`config.mk`:
```
export PLATFORM = sky130hd
export DESIGN_NAME = rfft_load
export DESIGN_NICKNAME = d
export VERILOG_FILES = /design/src/rfft_pkg.sv /design/src/rfft_load.sv
export SDC_FILE = /design/constraint.sdc
export NUM_CORES = 1
export LEC_CHECK = 0
export BUFFER_PORTS_ARGS = -buffer_cell sky130_fd_sc_hd__buf_4
export CAP_MARGIN = 20
export CORE_ASPECT_RATIO = 0.7
export CORE_MARGIN = 2
export CORE_UTILIZATION = 40
export DETAILED_ROUTE_END_ITERATION = 6
export PLACE_DENSITY = 0.93
export SETUP_SLACK_MARGIN = 0.15
export SKIP_CTS_REPAIR_TIMING = 1
export SYNTH_ARGS = -nofsm -noshare
export SYNTH_HDL_FRONTEND = slang
export SYNTH_SLANG_ARGS = --single-unit
```
`constraint.sdc`:
```
create_clock -name clk -period 5.1 [get_ports clk]
set_input_delay 0.765 -clock clk [delete_from_list [all_inputs] [get_ports clk]]
set_output_delay 0.765 -clock clk [all_outputs]
set_load 0.02 [all_outputs]
```
`src/rfft_pkg.sv`:
```
package rfft_pkg;

  localparam int MAX_POINTS_DEF = 64;
  localparam int ADDR_W = 12;
  localparam int DATA_W = 24;
  localparam int TW_W = 18;
  localparam longint PI_Q30 = 64'sd3373259426;
  localparam longint ONE_Q30 = 64'sd1073741824;

  typedef struct packed {
    logic signed [15:0] sample_re;
    logic signed [15:0] sample_im;
  } in_word_t;

  typedef struct packed {
    logic signed [23:0] bin_re;
    logic signed [23:0] bin_im;
    logic               is_last;
  } out_word_t;

  typedef enum logic [1:0] {
    CFG_INVERSE_MODE = 2'd0,
    CFG_LOG2_SIZE    = 2'd1
  } cfg_idx_t;

  typedef struct packed {
    logic              valid;
    logic [3:0]        log2n;
  } job_t;

  typedef struct packed {
    logic              en;
    logic [ADDR_W-1:0] addr;
    logic [47:0]       data;
  } wr_req_t;

  typedef enum logic [3:0] {
    C_IDLE,
    C_BR_RD,
    C_BR_WA,
    C_BR_WB,
    C_BF_RD,
    C_BF_MUL,
    C_BF_WP,
    C_BF_WQ,
    C_OUT_RD,
    C_OUT_LD
  } core_state_t;

  function automatic logic signed [23:0] sat24(input logic signed [27:0] v);
    logic signed [23:0] r;
    if (v > 28'sd8388607) r = 24'sh7FFFFF;
    else if (v < -28'sd8388608) r = 24'sh800000;
    else r = v[23:0];
    return r;
  endfunction

  // truncating division by shift and subtract, elaboration only
  function automatic longint div_trunc(input longint a, input longint d);
    longint ua;
    longint ud;
    longint q;
    longint rem;
    bit     neg;
    neg = (a < 0) != (d < 0);
    ua  = (a < 0) ? -a : a;
    ud  = (d < 0) ? -d : d;
    q   = 0;
    rem = 0;
    for (int b = 62; b >= 0; b--) begin
      rem = (rem << 1) | ((ua >>> b) & longint'(1));
      if (rem >= ud) begin
        rem = rem - ud;
        q   = q | (longint'(1) << b);
      end
    end
    return neg ? -q : q;
  endfunction

  // q2.16 cos or sin of 2*pi*idx/2^lg, used at elaboration only
  function automatic longint tw_q16(input int idx, input int lg, input bit want_sin);
    longint k;
    longint x;
    longint x2;
    longint term;
    longint cs;
    longint sn;
    bit     neg;
    k   = idx;
    neg = 1'b0;
    if (4 * k > (longint'(1) << lg)) begin
      k   = (longint'(1) << (lg - 1)) - k;
      neg = 1'b1;
    end
    x    = (2 * PI_Q30 * k) >>> lg;
    x2   = div_trunc(x * x, ONE_Q30);
    term = ONE_Q30;
    cs   = ONE_Q30;
    for (int i = 1; i <= 8; i++) begin
      term = div_trunc(-div_trunc(term * x2, ONE_Q30), longint'((2 * i - 1) * (2 * i)));
      cs   = cs + term;
    end
    term = x;
    sn   = x;
    for (int i = 1; i <= 8; i++) begin
      term = div_trunc(-div_trunc(term * x2, ONE_Q30), longint'((2 * i) * (2 * i + 1)));
      sn   = sn + term;
    end
    cs = (cs + 8192) >>> 14;
    sn = (sn + 8192) >>> 14;
    if (want_sin) return sn;
    return neg ? -cs : cs;
  endfunction

endpackage

```
`src/rfft_load.sv`:
```
module rfft_load #(
  parameter int MAX_POINTS = rfft_pkg::MAX_POINTS_DEF
) (
  input  logic               clk,
  input  logic               rst_n,
  input  logic               in_valid,
  output logic               in_ready,
  input  rfft_pkg::in_word_t in_data,
  input  logic [2:0]         log2_size,
  input  logic               back_free,
  output rfft_pkg::job_t     push,
  output rfft_pkg::wr_req_t  wr
);

  localparam int AW = $clog2(MAX_POINTS);
  localparam int CW = AW + 1;
  localparam logic [3:0] LMAX = 4'(AW);

  logic [CW-1:0] cnt_r, cnt_nxt;
  logic [3:0]    l_eff;
  logic [CW-1:0] n_w;
  logic [CW-1:0] idx;
  logic [CW-1:0] idx_inc;
  logic          accept;

  assign l_eff   = ({1'b0, log2_size} > LMAX) ? LMAX : {1'b0, log2_size};
  assign n_w     = CW'(1) << l_eff;
  assign idx     = (cnt_r >= n_w) ? '0 : cnt_r;
  assign idx_inc = idx + CW'(1);
  assign in_ready = back_free;
  assign accept  = in_valid && in_ready;

  always_comb begin
    cnt_nxt = cnt_r;
    if (accept) begin
      cnt_nxt = (idx_inc == n_w) ? '0 : idx_inc;
    end
    push.valid = accept && (idx_inc == n_w);
    push.log2n = l_eff;
    wr.en      = accept;
    wr.addr    = rfft_pkg::ADDR_W'(idx);
    wr.data    = {{8{in_data.sample_re[15]}}, in_data.sample_re,
                  {8{in_data.sample_im[15]}}, in_data.sample_im};
  end

  always_ff @(posedge clk) begin
    if (!rst_n) begin
      cnt_r <= '0;
    end else begin
      cnt_r <= cnt_nxt;
    end
  end

endmodule

```
---- Word-level counts from Yosys, hierarchy flattened ----
Index checks and enable logic that the tools add are counted.
storage, ports and cells
  bits in latches ......................... 0
  bits in read-only memories .............. 0
  memory bits (writable) .................. 0
  logic and storage cells ................. 11
  memories kept ........................... 0
  input bits .............................. 39
  flip-flop bits (word level) ............. 7
  output and inout bits ................... 67
cells by class
  equality and inequality tests ........... 1
  divide/modulo/power cells ............... 0
  magnitude comparators ................... 2
  add/sub/neg operators ................... 1
  mux-type cells .......................... 3
  $mul .................................... 0
  reductions and logical operators ........ 2
  shifts and indexed selects .............. 1
  bitwise gates (word level) .............. 0
operators with widths
  kind                                                               number
  7-bit two-way mux                                                  2
  7-bit by 1-bit adder with 7-bit output, second input constant      1
  7-bit == test                                                      1
  7-bit >= comparator                                                1
  1-bit by 3-bit << shifter with 7-bit output, first input constant  1
  3-bit greater-than comparator, second input constant               1
  3-bit two-way mux                                                  1
  1-bit logical AND                                                  2

---- Logic depth before layout (Yosys ltp) ----
  depth in word-level cells ............... 8
  gate-level depth with buffers ........... 17
  mapped depth without buffers ............ 15

---- Least setup slack after synthesis ----
OpenSTA, ideal clock, no wires.
  path type ............................... input port to output port
  start ................................... input log2_size[0]
  end ..................................... output push[4] (netlist name)
  arrival ................................. 4.692 ns
  stages on the path ...................... 14
  slack ................................... -0.357 ns
  buffers on the path ..................... 2
  cell sequence ........................... buf_6 -> or3b_2 -> ha_1 -> a21oi_1 -> o21ai_1 -> a211oi_1 -> ha_1 -> buf_6 -> nand3_4 -> or3_1 -> and2_4 -> nor4_2 -> o31ai_4 -> nor3_1
RTL lines
  element      RTL line         text
  from (decl)  rfft_load.sv:9   input logic [2:0] log2_size,
  to (decl)    rfft_load.sv:11  output rfft_pkg::job_t push,

==> flow_metrics.py <==
metrics = {
    "finish": {
        "fillers": 346,
        "final_nets": 197,
        "drive_gt1_frac": 0.309,
        "largest_register": "cnt_r",
        "area_growth_pct": -10.6,
        "top_regs": "cnt_r x7",
        "n_antenna_cell": 0,
        "largest_register_ffs": 7,
    },
    "min_path": {
        "min_from": "cnt_r[6]",
        "hp-class": "reg2reg",
    },
    "yosys": {
        "synth_warnings": 0,
        "synthesis.area_sq_um": 1350,
        "synth_edf_count": 0,
        "async_flop_share": 0,
        "yosysMostFrequentCell": "buf_4",
        "syn_inst": 178,
        "synth.area.top_cells": "buf_4, dfxtp_1, ha_1",
        "yosysTopAreaCellShare": 0.311,
        "ys_top_cells_by_count": "buf_4, nand2_1, a21oi_1, ha_1",
        "yosysUniqueCellTypes": 42,
        "ys_seq_elements": 7,
        "synth_ff_type": "dfxtp_1",
        "yosysSeqAreaShare": 0.104,
        "synth_area_per_cell_sq_um": 7.59,
        "yosysTopAreaCell": "buf_4",
    },
    "run": {
        "drv_cap": 0,
    },
    "timing": {
        "rsz0062_at_grt": "no",
        "fin_setup_tns_ns": 0,
        "period_share": 0.937,
        "drv_slew": 0,
        "finClkSkew_ns": 0.000488,
        "finalHoldViolations": 0,
        "setup_viol": 0,
        "fmax_ghz": 0.209,
        "fin_crit_ns": 4.78,
    },
    "placement": {
        "place.gp.congestion": 0.896,
        "dpl.hpwl_um": 1980,
        "portBuffers": 19,
    },
    "power_and_ir_drop": {
        "peakVddDrop_mv": 0.145,
        "leakagePower_uw": 0.000503,
        "power_uw": 198,
        "cellPowerDensity_nw_per_um2": 164,
    },
    "floorplan": {
        "die-area_sq_um": 3870,
        "core_sq_um": 3190,
        "die_h_um": 52.6,
        "die_w_um": 73.5,
        "start_util": 0.424,
        "num_rows": 17,
        "io_pins": 106,
    },
    "cts": {
        "ctsHtreeMaxLevel": 1,
        "clock_sinks": 7,
        "insertion_delay_ns": 0.23,
        "cts_tree": "built",
        "clk_path_buf_depth": 2,
        "clockRootBuffer": "clkbuf_8",
        "clkTransAtPathRegs_ns": 0.04,
        "numCtsBuffers": 3,
    },
    "drt": {
        "drt_pass1_iterations": 4,
        "drt_iter0_markers": 43,
        "wl_per_cell_um": 13.6,
        "dr_total_vias": 974,
        "viasPerCell": 5.21,
        "drc": 0,
        "detail-route-antenna-nets": 0,
        "routed_wl_um": 2550,
    },
    "setup_path": {
        "cp-end-kind": "primary output",
        "crit_arrival_ns": 4.02,
        "path_cells": "buf_4, or3b_2, ha_1, a21oi_1, o21ai_2, a21oi_1, and2_1, ha_2, nand3_4, or3_1, and2_4, and4b_4, o31ai_4, nor3_4, buf_4",
        "rr_startpoint": "cnt_r[2]",
        "required_ns": 4.34,
        "cp-startpoint": "log2_size[0]",
        "critPathSlowestCell": "or3b_2",
        "startpoint_type": "primary input",
        "crit_fanout": 11,
        "path_class": "in2out",
        "slowest_delay_ns": 0.49,
    },
    "global_routing": {
        "grt_use_total": 0.136,
        "grt-ovfl-total": 0,
        "grt_pass1_wl_um": 4030,
        "grt_pass1_vias": 853,
        "grt_max_degree": 13,
        "antenna_found_initial": 0,
    },
    "status": {
        "outcome": "completed",
    },
}
[worst max-delay path: cells and delay by family]
kind	cells	cell delay, ns
and+or+nand+nor	7	1.61
AOI/OAI and AO/OA	4	0.81
buffers and inverters	2	0.32
adders and majority gates	2	0.52
[per-stage QoR]
step | setup WS [ns] | util | cells | hold WS (ns) | cell area, sq um
2_1_floorplan | 0.159 | - | 183 | 0.462 | 1390
3_3_place_gp | 0.356 | 0.349 | 180 | 0.493 | 1110
3_5_place_dp | 0.254 | 0.349 | 180 | 0.496 | 1110
4_1_cts | 0.238 | 0.363 | 184 | 0.504 | 1160
5_1_grt | 0.145 | 0.378 | 187 | 0.539 | 1210
6_report | 0.319 | 0.378 | 187 | 0.500 | 1210
[final timing paths]
kind,endpoint,slack [ns],depth (start not counted)
min reg2reg,cnt_r[6],0.50,2
min,cnt_r[6],0.50,2
max reg2reg,cnt_r[5],1.55,15
max,push[4],0.32,15
[metal layers]
| layer | vias up | global-route usage | share of wire |
|---|---|---|---|
| met5 | - | 0 | 0 |
| met4 | 0 | 0.0758 | 0.021 |
| met3 | 6 | 0.0365 | 0.070 |
| met2 | 35 | 0.177 | 0.41 |
| met1 | 443 | 0.195 | 0.50 |
| li1 | 490 | - | - |
[where the power goes]
group	switching (uW)	leakage, uW	internal, uW	total [uW]
Clock	23.0	0.0000228	54.0	77.0
Combinational	39.4	0.000424	25.1	64.4
Sequential	1.13	0.0000566	55.9	57.0
[placed cells by master, fill, tap and decap left out, types with 3 or more instances in the layout]
cell	count
and2_1	7
nor2_1	4
nand2_1	18
conb_1	6
a21oi_1	11
o21ai_0	3
dfxtp_1	7
inv_1	4
nor3_1	3
ha_1	7
buf_4	26
xor2_1	4
clkbuf_8	3
nand3_1	4
[area by class of cell]
class	count	area (sq um)	share of cell area
repair buffers	26	195	0.162
flip-flops and latches	7	140	0.116
inverters	4	15.0	0.0124
clock buffers	4	45.0	0.0373
multi-input cells	108	764	0.633
well taps	38	47.5	0.0394
[kinds of logic after synthesis]
logic type	synth area share
flip-flops	0.104
multiplexers	0.00741
other	0.00278
adder cells (fa/ha/maj)	0.0741
XOR/XNOR	0.0324
buffers and inverters	0.377
AO/OA/AOI/OAI	0.162
AND/OR/NAND/NOR	0.241
No activity file was read; power rests on OpenSTA's default activity.
