[src/rfft_pkg.sv]
package rfft_pkg;

  localparam int MAX_POINTS_DEF = 64;
  localparam int ADDR_W = 12;
  localparam int DATA_W = 24;
  localparam int TW_W = 18;
  localparam longint PI_Q30 = 64'sd3373259426;
  localparam longint ONE_Q30 = 64'sd1073741824;

  typedef struct packed {
    logic signed [15:0] sample_re;
    logic signed [15:0] sample_im;
  } in_word_t;

  typedef struct packed {
    logic signed [23:0] bin_re;
    logic signed [23:0] bin_im;
    logic               is_last;
  } out_word_t;

  typedef enum logic [1:0] {
    CFG_INVERSE_MODE = 2'd0,
    CFG_LOG2_SIZE    = 2'd1
  } cfg_idx_t;

  typedef struct packed {
    logic              valid;
    logic [3:0]        log2n;
  } job_t;

  typedef struct packed {
    logic              en;
    logic [ADDR_W-1:0] addr;
    logic [47:0]       data;
  } wr_req_t;

  typedef enum logic [3:0] {
    C_IDLE,
    C_BR_RD,
    C_BR_WA,
    C_BR_WB,
    C_BF_RD,
    C_BF_MUL,
    C_BF_WP,
    C_BF_WQ,
    C_OUT_RD,
    C_OUT_LD
  } core_state_t;

  function automatic logic signed [23:0] sat24(input logic signed [27:0] v);
    logic signed [23:0] r;
    if (v > 28'sd8388607) r = 24'sh7FFFFF;
    else if (v < -28'sd8388608) r = 24'sh800000;
    else r = v[23:0];
    return r;
  endfunction

  // truncating division by shift and subtract, elaboration only
  function automatic longint div_trunc(input longint a, input longint d);
    longint ua;
    longint ud;
    longint q;
    longint rem;
    bit     neg;
    neg = (a < 0) != (d < 0);
    ua  = (a < 0) ? -a : a;
    ud  = (d < 0) ? -d : d;
    q   = 0;
    rem = 0;
    for (int b = 62; b >= 0; b--) begin
      rem = (rem << 1) | ((ua >>> b) & longint'(1));
      if (rem >= ud) begin
        rem = rem - ud;
        q   = q | (longint'(1) << b);
      end
    end
    return neg ? -q : q;
  endfunction

  // q2.16 cos or sin of 2*pi*idx/2^lg, used at elaboration only
  function automatic longint tw_q16(input int idx, input int lg, input bit want_sin);
    longint k;
    longint x;
    longint x2;
    longint term;
    longint cs;
    longint sn;
    bit     neg;
    k   = idx;
    neg = 1'b0;
    if (4 * k > (longint'(1) << lg)) begin
      k   = (longint'(1) << (lg - 1)) - k;
      neg = 1'b1;
    end
    x    = (2 * PI_Q30 * k) >>> lg;
    x2   = div_trunc(x * x, ONE_Q30);
    term = ONE_Q30;
    cs   = ONE_Q30;
    for (int i = 1; i <= 8; i++) begin
      term = div_trunc(-div_trunc(term * x2, ONE_Q30), longint'((2 * i - 1) * (2 * i)));
      cs   = cs + term;
    end
    term = x;
    sn   = x;
    for (int i = 1; i <= 8; i++) begin
      term = div_trunc(-div_trunc(term * x2, ONE_Q30), longint'((2 * i) * (2 * i + 1)));
      sn   = sn + term;
    end
    cs = (cs + 8192) >>> 14;
    sn = (sn + 8192) >>> 14;
    if (want_sin) return sn;
    return neg ? -cs : cs;
  endfunction

endpackage

[src/rfft_jobq.sv]
module rfft_jobq (
  input  logic           clk,
  input  logic           rst_n,
  input  rfft_pkg::job_t push,
  input  logic           pop,
  output rfft_pkg::job_t head,
  output logic           empty
);

  logic [3:0] ent_r [2];
  logic       wp_r, wp_nxt;
  logic       rp_r, rp_nxt;
  logic [1:0] cnt_r, cnt_nxt;
  logic       do_push;
  logic       do_pop;

  assign do_push    = push.valid && (cnt_r != 2'd2);
  assign do_pop     = pop && (cnt_r != 2'd0);
  assign empty      = (cnt_r == 2'd0);
  assign head.valid = !empty;
  assign head.log2n = ent_r[rp_r];

  always_comb begin
    wp_nxt  = do_push ? ~wp_r : wp_r;
    rp_nxt  = do_pop ? ~rp_r : rp_r;
    cnt_nxt = cnt_r + 2'(do_push) - 2'(do_pop);
  end

  always_ff @(posedge clk) begin
    if (do_push) begin
      ent_r[wp_r] <= push.log2n;
    end
  end

  always_ff @(posedge clk) begin
    if (!rst_n) begin
      wp_r  <= 1'b0;
      rp_r  <= 1'b0;
      cnt_r <= 2'd0;
    end else begin
      wp_r  <= wp_nxt;
      rp_r  <= rp_nxt;
      cnt_r <= cnt_nxt;
    end
  end

endmodule

[config.mk]
export PLATFORM = sky130hd
export DESIGN_NAME = rfft_jobq
export DESIGN_NICKNAME = d
export VERILOG_FILES = /design/src/rfft_pkg.sv /design/src/rfft_jobq.sv
export SDC_FILE = /design/constraint.sdc
export NUM_CORES = 1
export LEC_CHECK = 0
export BUFFER_PORTS_ARGS = -buffer_cell sky130_fd_sc_hd__buf_2
export CAP_MARGIN = 40
export CORE_ASPECT_RATIO = 1.1
export CORE_MARGIN = 5
export CORE_UTILIZATION = 33
export CTS_CLUSTER_SIZE = 12
export DETAILED_ROUTE_END_ITERATION = 8
export SKIP_CTS_REPAIR_TIMING = 1
export SLEW_MARGIN = 5
export SYNTH_ARGS = -nofsm -noshare
export SYNTH_HDL_FRONTEND = slang
export SYNTH_SLANG_ARGS = --single-unit
[constraint.sdc]
create_clock -name clk -period 3.75 [get_ports clk]
set_clock_uncertainty 0.05 [all_clocks]
set_input_delay 0.75 -clock clk [delete_from_list [all_inputs] [get_ports clk]]
set_output_delay 0.75 -clock clk [all_outputs]
set_load 0.03 [all_outputs]
### Yosys cells after proc, flatten, opt, wreduce, memory -nomap -nowiden

Memory sizes are Yosys's and may differ from the RTL's. A register that Yosys moved wholly into a read port is not among the register bits.
Index checks and enable logic that the tools add are counted.

| operators by class | value |
|---|---|
| add/sub/neg operators | 2 |
| equal/unequal tests | 1 |
| mux-type cells | 4 |
| bitwise logic cells | 2 |
| reductions and logical operators | 5 |

Operators with widths:

| operator | number |
|---|---|
| 2-to-1 mux 1 bit | 4 |
| adder 2 x 1 -> 2 bit | 1 |
| logical AND 1 bit | 2 |
| logical NOT 2 bit | 1 |
| != test 2 bit (second input constant) | 1 |
| inverter 1 bit | 2 |
| nonzero test 2 bit | 1 |
| subtractor 2 x 1 -> 2 bit | 1 |
| logical NOT 1 bit | 1 |

| word-level totals | value |
|---|---|
| flip-flop bits (word level) | 4 |
| memory bits (writable) | 8 |
| output and inout bits | 6 |
| memories kept | 1 |

Memories:

| memory | words | width | rd ports | clocked after memory_dff | write ports | RTL line | text |
|---|---|---|---|---|---|---|---|
| ent_r | 2 | 4 | 1 | 1 | 1 | rfft_jobq.sv:10 | `logic [3:0] ent_r [2];` |

### Logic depth before layout (Yosys ltp)

Gate-level depths: netlist (run 1).

| logic depth | value |
|---|---|
| depth after elaboration | 4 |
| depth in mapped cells | 8 |

### Worst setup path before layout (run 1)

OpenSTA, ideal clock, no wires.

| timing path | value |
|---|---|
| path type | input port to flip-flop |
| start | input pop |
| end | register cnt_r[1] |
| data arrival time | 1.707 ns |
| data required time | 3.585 ns |
| path slack | 1.878 ns |
| stages on the path | 7 |
| path through | o21a_2 > ha_1 > inv_1 > ha_1 > xnor2_1 > xnor2_1 > and2_1 |

| on the way | value |
|---|---|
| word-level cells in the longest chain between the ends | 2 |

Ends and longest elaborated chain:

| item | RTL line | text |
|---|---|---|
| start: declaration | rfft_jobq.sv:5 | `input logic pop,` |
| logical AND 1 bit | rfft_jobq.sv:18 | `assign do_pop = pop && (cnt_r != 2'd0);` |
| subtractor 2 x 1 -> 2 bit | rfft_jobq.sv:26 | `cnt_nxt = cnt_r + 2'(do_push) - 2'(do_pop);` |
| end signal: assignment | rfft_jobq.sv:43 | `cnt_r <= cnt_nxt;` |
| end: declaration | rfft_jobq.sv:13 | `logic [1:0] cnt_r, cnt_nxt;` |

No other way between the ends.
A chain may end at the register's enable or synchronous reset.

==> summary.md, run 1 <==
| Metric | Value |
|---|---|
| Post-synthesis simple-gate area fraction | `8.69%` |
| Library cells used by synthesis | `14` |
| Total GRT Usage | `6.47%` |
| DIE WIDTH | `48.3 µm` |
| Root Driver | `clkbuf_4` |
| CP Capture Type | `output pin` |
| Ratio of cells with drive above 1 in the final layout | `43.6%` |
| Drt drc | `0` |
| RSZ-0062 raised after global routing | `false` |
| Hpwl dp | `602 µm` |
| Leakage | `0.270 nW` |
| Skew-Pair Late Insertion Delay | `0.27 ns` |
| Actual slew at the worst max-slew pin | `0.323 ns` |
| DIE AREA | `0.00252 mm²` |
| Max-slew violations | `0` |
| CTS tree | `built` |
| Startpoint type of the worst setup path | `flop` |
| Sequential area share after synthesis | `63.8%` |
| Global-route wire length before repair | `1280 µm` |
| Vias | `301` |
| Max-cap violations | `0` |
| Mapped Area | `533 µm²` |
| Initial core utilization | `34.2%` |
| Yosys Warn Count | `0` |
| PwrDens | `732 mW/mm²` |
| Status | `complete, no violations` |
| Net Count, Synth | `48` |
| Asr flop ratio synth | `0%` |
| Post-synth top flop | `edfxtp_1` |
| Compound-Gate Fraction of Synth Area | `4.69%` |
| Post-synth top cells | `edfxtp_1, dfxtp_1, inv_1, mux2_2, xnor2_1` |
| CTS Buf Count | `3` |
| Worst vdd rail ir drop | `412 µV` |
| Final core occ | `41.5%` |
| Max frequency | `0.501 GHz` |
| Core box area | `0.00156 mm²` |
| ANT nets after route | `0` |
| Post-synthesis adder-cell area fraction | `4.69%` |
| Clock slew at reported path FFs | `0.07 ns` |
| Top cells by area, synth | `edfxtp_1, dfxtp_1, mux2_2` |
| Longest Clk Path Bufs | `2` |
| Setup TNS | `0 ns` |
| DR iter-0 viols | `2` |
| Final wirelength | `749 µm` |
| Synth Area in XOR/XNOR | `4.93%` |
| Area delta synth->final | `21.4%` |
| Synth Area per Inst | `14.0 µm²` |
| Most frequent cell after synthesis | `edfxtp_1` |
| Htree depth | `1` |
| Die Y | `52.2 µm` |
| Via density | `4.18` |
| Initial antenna violation count | `0` |
| Per-cell routed wire length | `10.4 µm` |
| Pre-CTS WS | `1.72 ns` |
| Diodes inserted | `0` |
| Synth area leader | `edfxtp_1` |
| EDFF count, synth | `8` |
| Fin worst setup slack | `1.76 ns` |
| Cells after Synth | `38` |
| Crit Path Max Fanout | `4` |
| IO Count | `14` |
| CP arrival | `1.19 ns` |
| # fillers | `156` |
| Clock sink count | `13` |
| Flops & latches, synth | `13` |
| Final period util | `53.2%` |
| Final GP Congestion | `0.655` |
| Nets | `66` |
| Port Buffers | `13` |
| Final worst path period need | `1.99 ns` |
| Largest family of logic cells by synthesized area | `multiplexers` |
| Worst slew margin | `78.4%` |
| Total gr overflow | `0` |
| Hold Path Class | `flop to flop` |
| Vias in the first global route | `310` |
| Post-synthesis mux area share | `10.3%` |
| Fin. Hold Viols | `0` |
| Synth top area share | `45.1%` |
| CP required | `2.95 ns` |
| Row count | `15` |
| Largest net degree at the start of global routing | `9` |
| Pre-Repair DR Iteration Count | `4` |
| # setup viols final | `0` |
| CP Class | `flop to output pin` |
==> stage by stage <==
step	cells	total power, W	instance area [µm²]	hold slack (ns)
after floorplan	38	0.000353	533	0.401
after CTS	72	0.000482	647	0.431
final	72	0.000473	647	0.431
after global routing	72	0.000506	647	0.477
after global placement	68	0.000394	619	0.411
after detailed placement	68	0.000397	619	0.420
==> cell type report <==
| class | count | area (µm²) | share of cell area, % |
|---|---|---|---|
| Sequential cell | 13 | 340 | 52.6 |
| Inverter | 4 | 15.0 | 2.32 |
| Clock inverter | 1 | 5.00 | 0.774 |
| Timing Repair Buffer | 13 | 65.1 | 10.1 |
| Multi-Input combinational cell | 21 | 178 | 27.5 |
| Clock buffer | 3 | 22.5 | 3.48 |
| Tap cell | 17 | 21.3 | 3.29 |
==> where the power goes <==
part / switching (W) / internal, W / total, W / leakage (nW)
Sequential: 0.0000208 / 0.000184 / 0.000205 / 0.116
Combinational: 0.000109 / 0.0000766 / 0.000186 / 0.136
Clock: 0.0000430 / 0.0000395 / 0.0000824 / 0.0177
Total: 0.000173 / 0.000300 / 0.000473 / 0.270
==> critical path, stage by stage, from the launching register on <==
cell	delay, ns
dfxtp_1	0.41
mux2_2	0.35
buf_2	0.17
==> sequential cells by signal, summed over array words and instances (netlist names), named ones only <==
name   cells
rp_r       1
ent_r      8
cnt_r      2
wp_r       1
==> worst paths after layout <==
path	start	to	slack (ns)	cells after the start
hold / removal	wp_r$_SDFFE_PN0P_	wp_r$_SDFFE_PN0P_	0.43	2
setup / recovery	flop	head[1]	1.76	2
setup reg to reg	cnt_r[1]$_SDFF_PN0_	cnt_r[1]$_SDFF_PN0_	2.12	8
hold reg to reg	wp_r$_SDFFE_PN0P_	wp_r$_SDFFE_PN0P_	0.43	2
==> kinds of logic (layout without fill, tap and decap cells) <==
group,count (synthesis),after routing
DFF,13,13
and+or+nand+nor,9,9
muxes,5,5
buffers and inverters,4,21
xor gates and xnor gates,3,3
adders and majority gates,2,2
AOI/OAI and AO/OA,2,2
==> per-layer routing <==
layer	global-route usage [%]	vias up	wire length [µm]
li1	-	163	-
met1	7.37	128	366
met2	10.2	10	333
met3	3.15	0	49
met4	2.76	0	0
met5	0	-	0
==> placed cells by master (no fill, tap or decap) <==
master    Yosys  routed
or2_2         1       1
dfxtp_1       5       5
mux2_2        4       4
ha_1          2       2
nor2b_1       2       2
mux2i_1       1       1
nand2_1       2       2
edfxtp_1      8       8
inv_1         4       4
o21ai_4       1       1
nor2_1        2       2
clkbuf_4      0       3
and2_1        2       2
clkinv_2      0       1
xnor2_1       3       3
o21a_2        1       1
buf_2         0      13
Power figures use the tool's default switching activity.
==> run 2, diff against run 1 <==
--- a/config.mk
+++ b/config.mk
@@ -5,6 +5,7 @@
 export SDC_FILE = /design/constraint.sdc
 export NUM_CORES = 1
 export LEC_CHECK = 0
+export ABC_AREA = 1
 export BUFFER_PORTS_ARGS = -buffer_cell sky130_fd_sc_hd__buf_2
 export CAP_MARGIN = 40
 export CORE_ASPECT_RATIO = 1.1
==> constraint.sdc (replaced) <==
create_clock -name clk -period 1.8 [get_ports clk]
set_clock_uncertainty 0.05 [all_clocks]
set_input_delay 0.36 -clock clk [delete_from_list [all_inputs] [get_ports clk]]
set_output_delay 0.36 -clock clk [all_outputs]
set_load 0.03 [all_outputs]
==> summary.md, run 2 <==
| Metric | Value |
|---|---|
| Combinational power share | `41.7%` |
| Final worst path period need | `1.62 ns` |
| Vias in the first global route | `376` |
| Crit Path Max Fanout | `4` |
| Mapped Area | `537 µm²` |
| Initial antenna violation count | `0` |
| # setup viols final | `0` |
| Met2 usage | `14.3%` |
| Final wirelength | `935 µm` |
| Area delta synth->final | `21.0%` |
| CTS Buf Count | `3` |
| IO Count | `14` |
| DIE AREA | `0.00253 mm²` |
| Hpwl dp | `749 µm` |
| Row count | `15` |
| Actual slew at the worst max-slew pin | `0.336 ns` |
| Max-slew violations | `0` |
| Asr flop ratio synth | `0%` |
| Initial core utilization | `34.5%` |
| Top cells by area, synth | `edfxtp_1, dfxtp_1, mux2_2` |
| Via density | `4.65` |
| Most flops, register | `ent_r` |
| Htree depth | `1` |
| CTS tree | `built` |
| RSZ-0062 raised after global routing | `false` |
| PwrDens | `1600 mW/mm²` |
| CP Capture Type | `output pin` |
| CP required | `1.39 ns` |
| Max-cap violations | `0` |
| ANT nets after route | `0` |
| Leakage | `0.297 nW` |
| Die Y | `52.3 µm` |
| Diodes inserted | `0` |
| Commonest non-fill, non-tap cell in the layout | `buf_2` |
| Most frequent cells in the layout | `buf_2, inv_1, nand2_1, edfxtp_1, nor2_1` |
| Worst vdd rail ir drop | `666 µV` |
| Library cells used by synthesis | `11` |
| Skew-Pair Late Insertion Delay | `0.27 ns` |
| Clock power share | `16.9%` |
| Yosys Warn Count | `0` |
| Power Total | `0.00104 W` |
| Pre-Repair DR Iteration Count | `3` |
| Switch share | `40.1%` |
| Seq pwr share | `41.3%` |
| Post-synth top cells | `edfxtp_1, inv_1, nand2_1, nor2_1, dfxtp_1` |
| GRT busiest layer | `met2` |
| Hold Path Class | `input pin to flop` |
| P_int | `0.000622 W` |
| Synth top area share | `44.8%` |
| Per-cell routed wire length | `11.3 µm` |
| Largest net degree at the start of global routing | `8` |
| Synth Area per Inst | `11.0 µm²` |
| Ratio of cells with drive above 1 in the final layout | `34.8%` |
| Vias | `386` |
| Clock sink count | `13` |
| Status | `complete, no violations` |
| Startpoint type of the worst setup path | `flop` |
| Setup TNS | `0 ns` |
| Met3 Use GR | `3.42%` |
| Max reg flops | `8` |
| Net Count, Synth | `59` |
| Worst slew margin | `77.5%` |
| Final GP Congestion | `0.859` |
| Largest regs | `ent_r x8, cnt_r x2` |
| Fin. Hold Viols | `0` |
| Global-route wire length before repair | `1510 µm` |
| DR iter-0 viols | `2` |
| Total GRT Usage | `8.26%` |
| Cells after Synth | `49` |
| Root Driver | `clkbuf_4` |
| Core box area | `0.00156 mm²` |
| Synth area leader | `edfxtp_1` |
| Total gr overflow | `0` |
| Clock slew at reported path FFs | `0.08 ns` |
| Flops & latches, synth | `13` |
| Drt drc | `0` |
| CP arrival | `1.21 ns` |
| Sequential area share after synthesis | `63.4%` |
| Longest Clk Path Bufs | `2` |
| CP Class | `flop to output pin` |
| P_sw | `0.000417 W` |
| Min Hold Slack | `0.224 ns` |
| EDFF count, synth | `8` |
| # fillers | `159` |
| Post-synth top flop | `edfxtp_1` |
| DIE WIDTH | `48.5 µm` |
| Met1 Track Usage GR | `7.54%` |
| Port Buffers | `13` |
| Nets | `77` |
| Max frequency | `0.618 GHz` |
| Final period util | `89.8%` |
-- run 2: cell types whose count changed in the layout (fill, tap and decap cells not counted), sizes merged, moves of 3 or more --
cell,delta
nand2,+7
nor2,+6
inv,+4
nand3,+3
xnor2,-3
-- run 2: worst max-delay path, cell delays in order (launching register included) --
cell	delay, ns
dfxtp_1	0.41
mux2_2	0.35
buf_2	0.17
-- run 2: cells by family after synthesis --
logic type / count (synthesis) / share of synthesized area (%)
DFF: 13 / 63.4
AOI/OAI and AO/OA: 2 / 1.86
and+or+nand+nor: 20 / 16.1
buffers and inverters: 8 / 5.59
muxes: 4 / 8.39
adders and majority gates: 2 / 4.66
-- run 2: metrics by stage --
stage | area (µm²) | utilization (%) | setup slack, ns | cells
3_5_place_dp | 623 | 40.0 | 0.237 | 79
2_1_floorplan | 537 | - | 0.182 | 49
5_1_grt | 649 | 41.7 | 0.0321 | 83
3_3_place_gp | 623 | 40.0 | 0.261 | 79
6_report | 649 | 41.7 | 0.183 | 83
4_1_cts | 649 | 41.7 | 0.146 | 83
-- run 2: power by group through the flow --
stage | clock [W] | sequential [W] | combinational [W]
floorplan | 0 | 0.000427 | 0.000337
global placement | 0 | 0.000436 | 0.000434
detailed placement | 0 | 0.000437 | 0.000440
CTS | 0.000179 | 0.000432 | 0.000443
global route | 0.000193 | 0.000439 | 0.000481
finish | 0.000176 | 0.000429 | 0.000434
-- run 2: final cells by class --
class | instances | area [µm²] | area share (%)
multi-input cells | 28 | 166 | 25.6
clock buffers | 4 | 26.3 | 4.05
repair buffers | 13 | 65.1 | 10.0
flip-flops and latches | 13 | 340 | 52.4
inverters | 8 | 30.0 | 4.62
well taps | 17 | 21.3 | 3.28
-- run 2: path summary, 6_finish.rpt --
path,slack [ns],depth (start not counted),endpoint,from
min reg2reg,0.48,2,flop,rp_r$_SDFFE_PN0P_
max reg2reg,0.22,10,cnt_r[1]$_SDFF_PN0_,cnt_r[0]$_SDFF_PN0_
min,0.22,1,ent_r[1][1]$_DFFE_PP_,push[1]
max,0.18,2,head[3],flop
-- run 2: layer usage --
metal	part of all wire (%)	up-vias	wire length, µm
met5	0	-	0
met4	2.9	0	27
met3	6.5	5	61
met2	50	11	466
met1	41	175	379
li1	-	195	-
==> run 3, diff against run 2 <==
==> constraint.sdc (replaced) <==
create_clock -name clk -period 1.8 [get_ports clk]
set_clock_uncertainty 0.05 [all_clocks]
set_input_delay 0.36 -clock clk [delete_from_list [all_inputs] [get_ports clk]]
set_output_delay 0.36 -clock clk [all_outputs]
set_load 0.1 [all_outputs]
==> summary.md, run 3 (synthesis results as in run 2) <==
| Metric | Value |
|---|---|
| Buf/Inv on CP | `1` |
| Final GP Congestion | `0.707` |
| Fin worst setup slack | `0.112 ns` |
| DIE AREA | `0.00253 mm²` |
| Non-Filler Instances | `83` |
| Diodes inserted | `0` |
| Min Hold Slack | `0.211 ns` |
| Total GRT Usage | `9.18%` |
| Hpwl dp | `767 µm` |
| Final wirelength | `953 µm` |
| CP max-delay cell | `dfxtp_2` |
| Delay-heaviest family, CP | `flip-flops` |
| FF/Latch Area | `343 µm²` |
| Status | `complete, no violations` |
| Worst slew margin | `67.8%` |
| DIE WIDTH | `48.5 µm` |
| Largest regs | `ent_r x8, cnt_r x2` |
| Port Buffers | `13` |
| ANT nets after route | `0` |
| Final period util | `93.8%` |
| Ratio of cells with drive above 1 in the final layout | `37.9%` |
| CTS tree | `built` |
| Area delta synth->final | `24.2%` |
| Die Y | `52.3 µm` |
| Hold Path Class | `input pin to flop` |
| Pre-Repair DR Iteration Count | `3` |
| Most frequent cells in the layout | `buf_2, inv_1, nand2_1, edfxtp_1, clkbuf_4` |
| DR iter-0 viols | `1` |
| Global-route wire length before repair | `1680 µm` |
| Pre-CTS WS | `0.245 ns` |
| Fin. Hold Viols | `0` |
| Cell Chain, Critical Path | `mux2_2, buf_2` |
| RSZ-0062 raised after global routing | `false` |
| Per-cell routed wire length | `11.5 µm` |
| Skew-Pair Late Insertion Delay | `0.28 ns` |
| Row count | `15` |
| Startpoint type of the worst setup path | `flop` |
| Initial core utilization | `34.5%` |
| Max frequency | `0.592 GHz` |
| CTS Buf Count | `3` |
| Via density | `4.47` |
| CP Capture Type | `output pin` |
| CP required | `1.39 ns` |
| Initial antenna violation count | `0` |
| Root Driver | `clkbuf_4` |
| Htree depth | `1` |
| Clock sink count | `13` |
| Multi-input combinational cell area | `171 µm²` |
| Slowest stage delay, CP | `0.38 ns` |
| CP arrival | `1.28 ns` |
| Vias in the first global route | `383` |
| Final core occ | `42.8%` |
| Longest Clk Path Bufs | `2` |
| Max reg flops | `8` |
| Final worst path period need | `1.69 ns` |
| Largest net degree at the start of global routing | `8` |
| Most flops, register | `ent_r` |
| Core box area | `0.00156 mm²` |
| Post-Place Cells | `79` |
| Nets | `77` |
| Max-slew violations | `0` |
| Total gr overflow | `0` |
| CP Class | `flop to output pin` |
| Commonest non-fill, non-tap cell in the layout | `buf_2` |
| # fillers | `155` |
| # setup viols final | `0` |
| IO Count | `14` |
| Vias | `371` |
| Crit Path Max Fanout | `4` |
| Drt drc | `0` |
| Clock slew at reported path FFs | `0.08 ns` |
| Max-cap violations | `0` |
| Actual slew at the worst max-slew pin | `0.486 ns` |
## run 3: worst reg2reg max path: stages, from the launching register on
cell	delay, ns
dfxtp_2	0.37
inv_1	0.07
nand2_1	0.09
nand2_1	0.09
ha_1	0.27
inv_1	0.04
ha_1	0.18
inv_1	0.05
nand2_1	0.06
a21oi_1	0.14
nor2_1	0.05
## run 3: final cells by class
cell class,instances,share of cell area (%)
flip-flops and latches,13,51.4
multi-input cells,28,25.7
repair buffers,13,11.3
inverters,8,4.50
clock buffers,4,3.94
well taps,17,3.19
## run 3: per-stage QoR
stage / TNS, ns / cell area [µm²]
2_1_floorplan: -0.0368 / 543
3_3_place_gp: 0 / 629
3_5_place_dp: 0 / 629
4_1_cts: 0 / 656
5_1_grt: 0 / 667
6_report: 0 / 667
## run 3: per-layer routing
layer  vias up  GRT usage (%)  share of wire, %
met4         0           8.07               4.0
met3         4           3.99               9.0
li1        194              -                 -
met5         -              0                 0
met1       159           9.14                39
met2        14           14.6                48
## run 3: worst paths after layout
check,cells past startpoint,slack [ns],endpoint,start
hold reg to reg,2,0.47,rp_r$_SDFFE_PN0P_,rp_r$_SDFFE_PN0P_
setup reg to reg,10,0.24,cnt_r[1]$_SDFF_PN0_,cnt_r[0]$_SDFF_PN0_
setup / recovery,2,0.11,head[3],flop
hold / removal,1,0.21,ent_r[0][2]$_DFFE_PP_,push[2]
Power of run 3 is left out: the tool's default activity adds up to more than one toggle a clock period on the data nets, which glitch-free logic cannot reach.
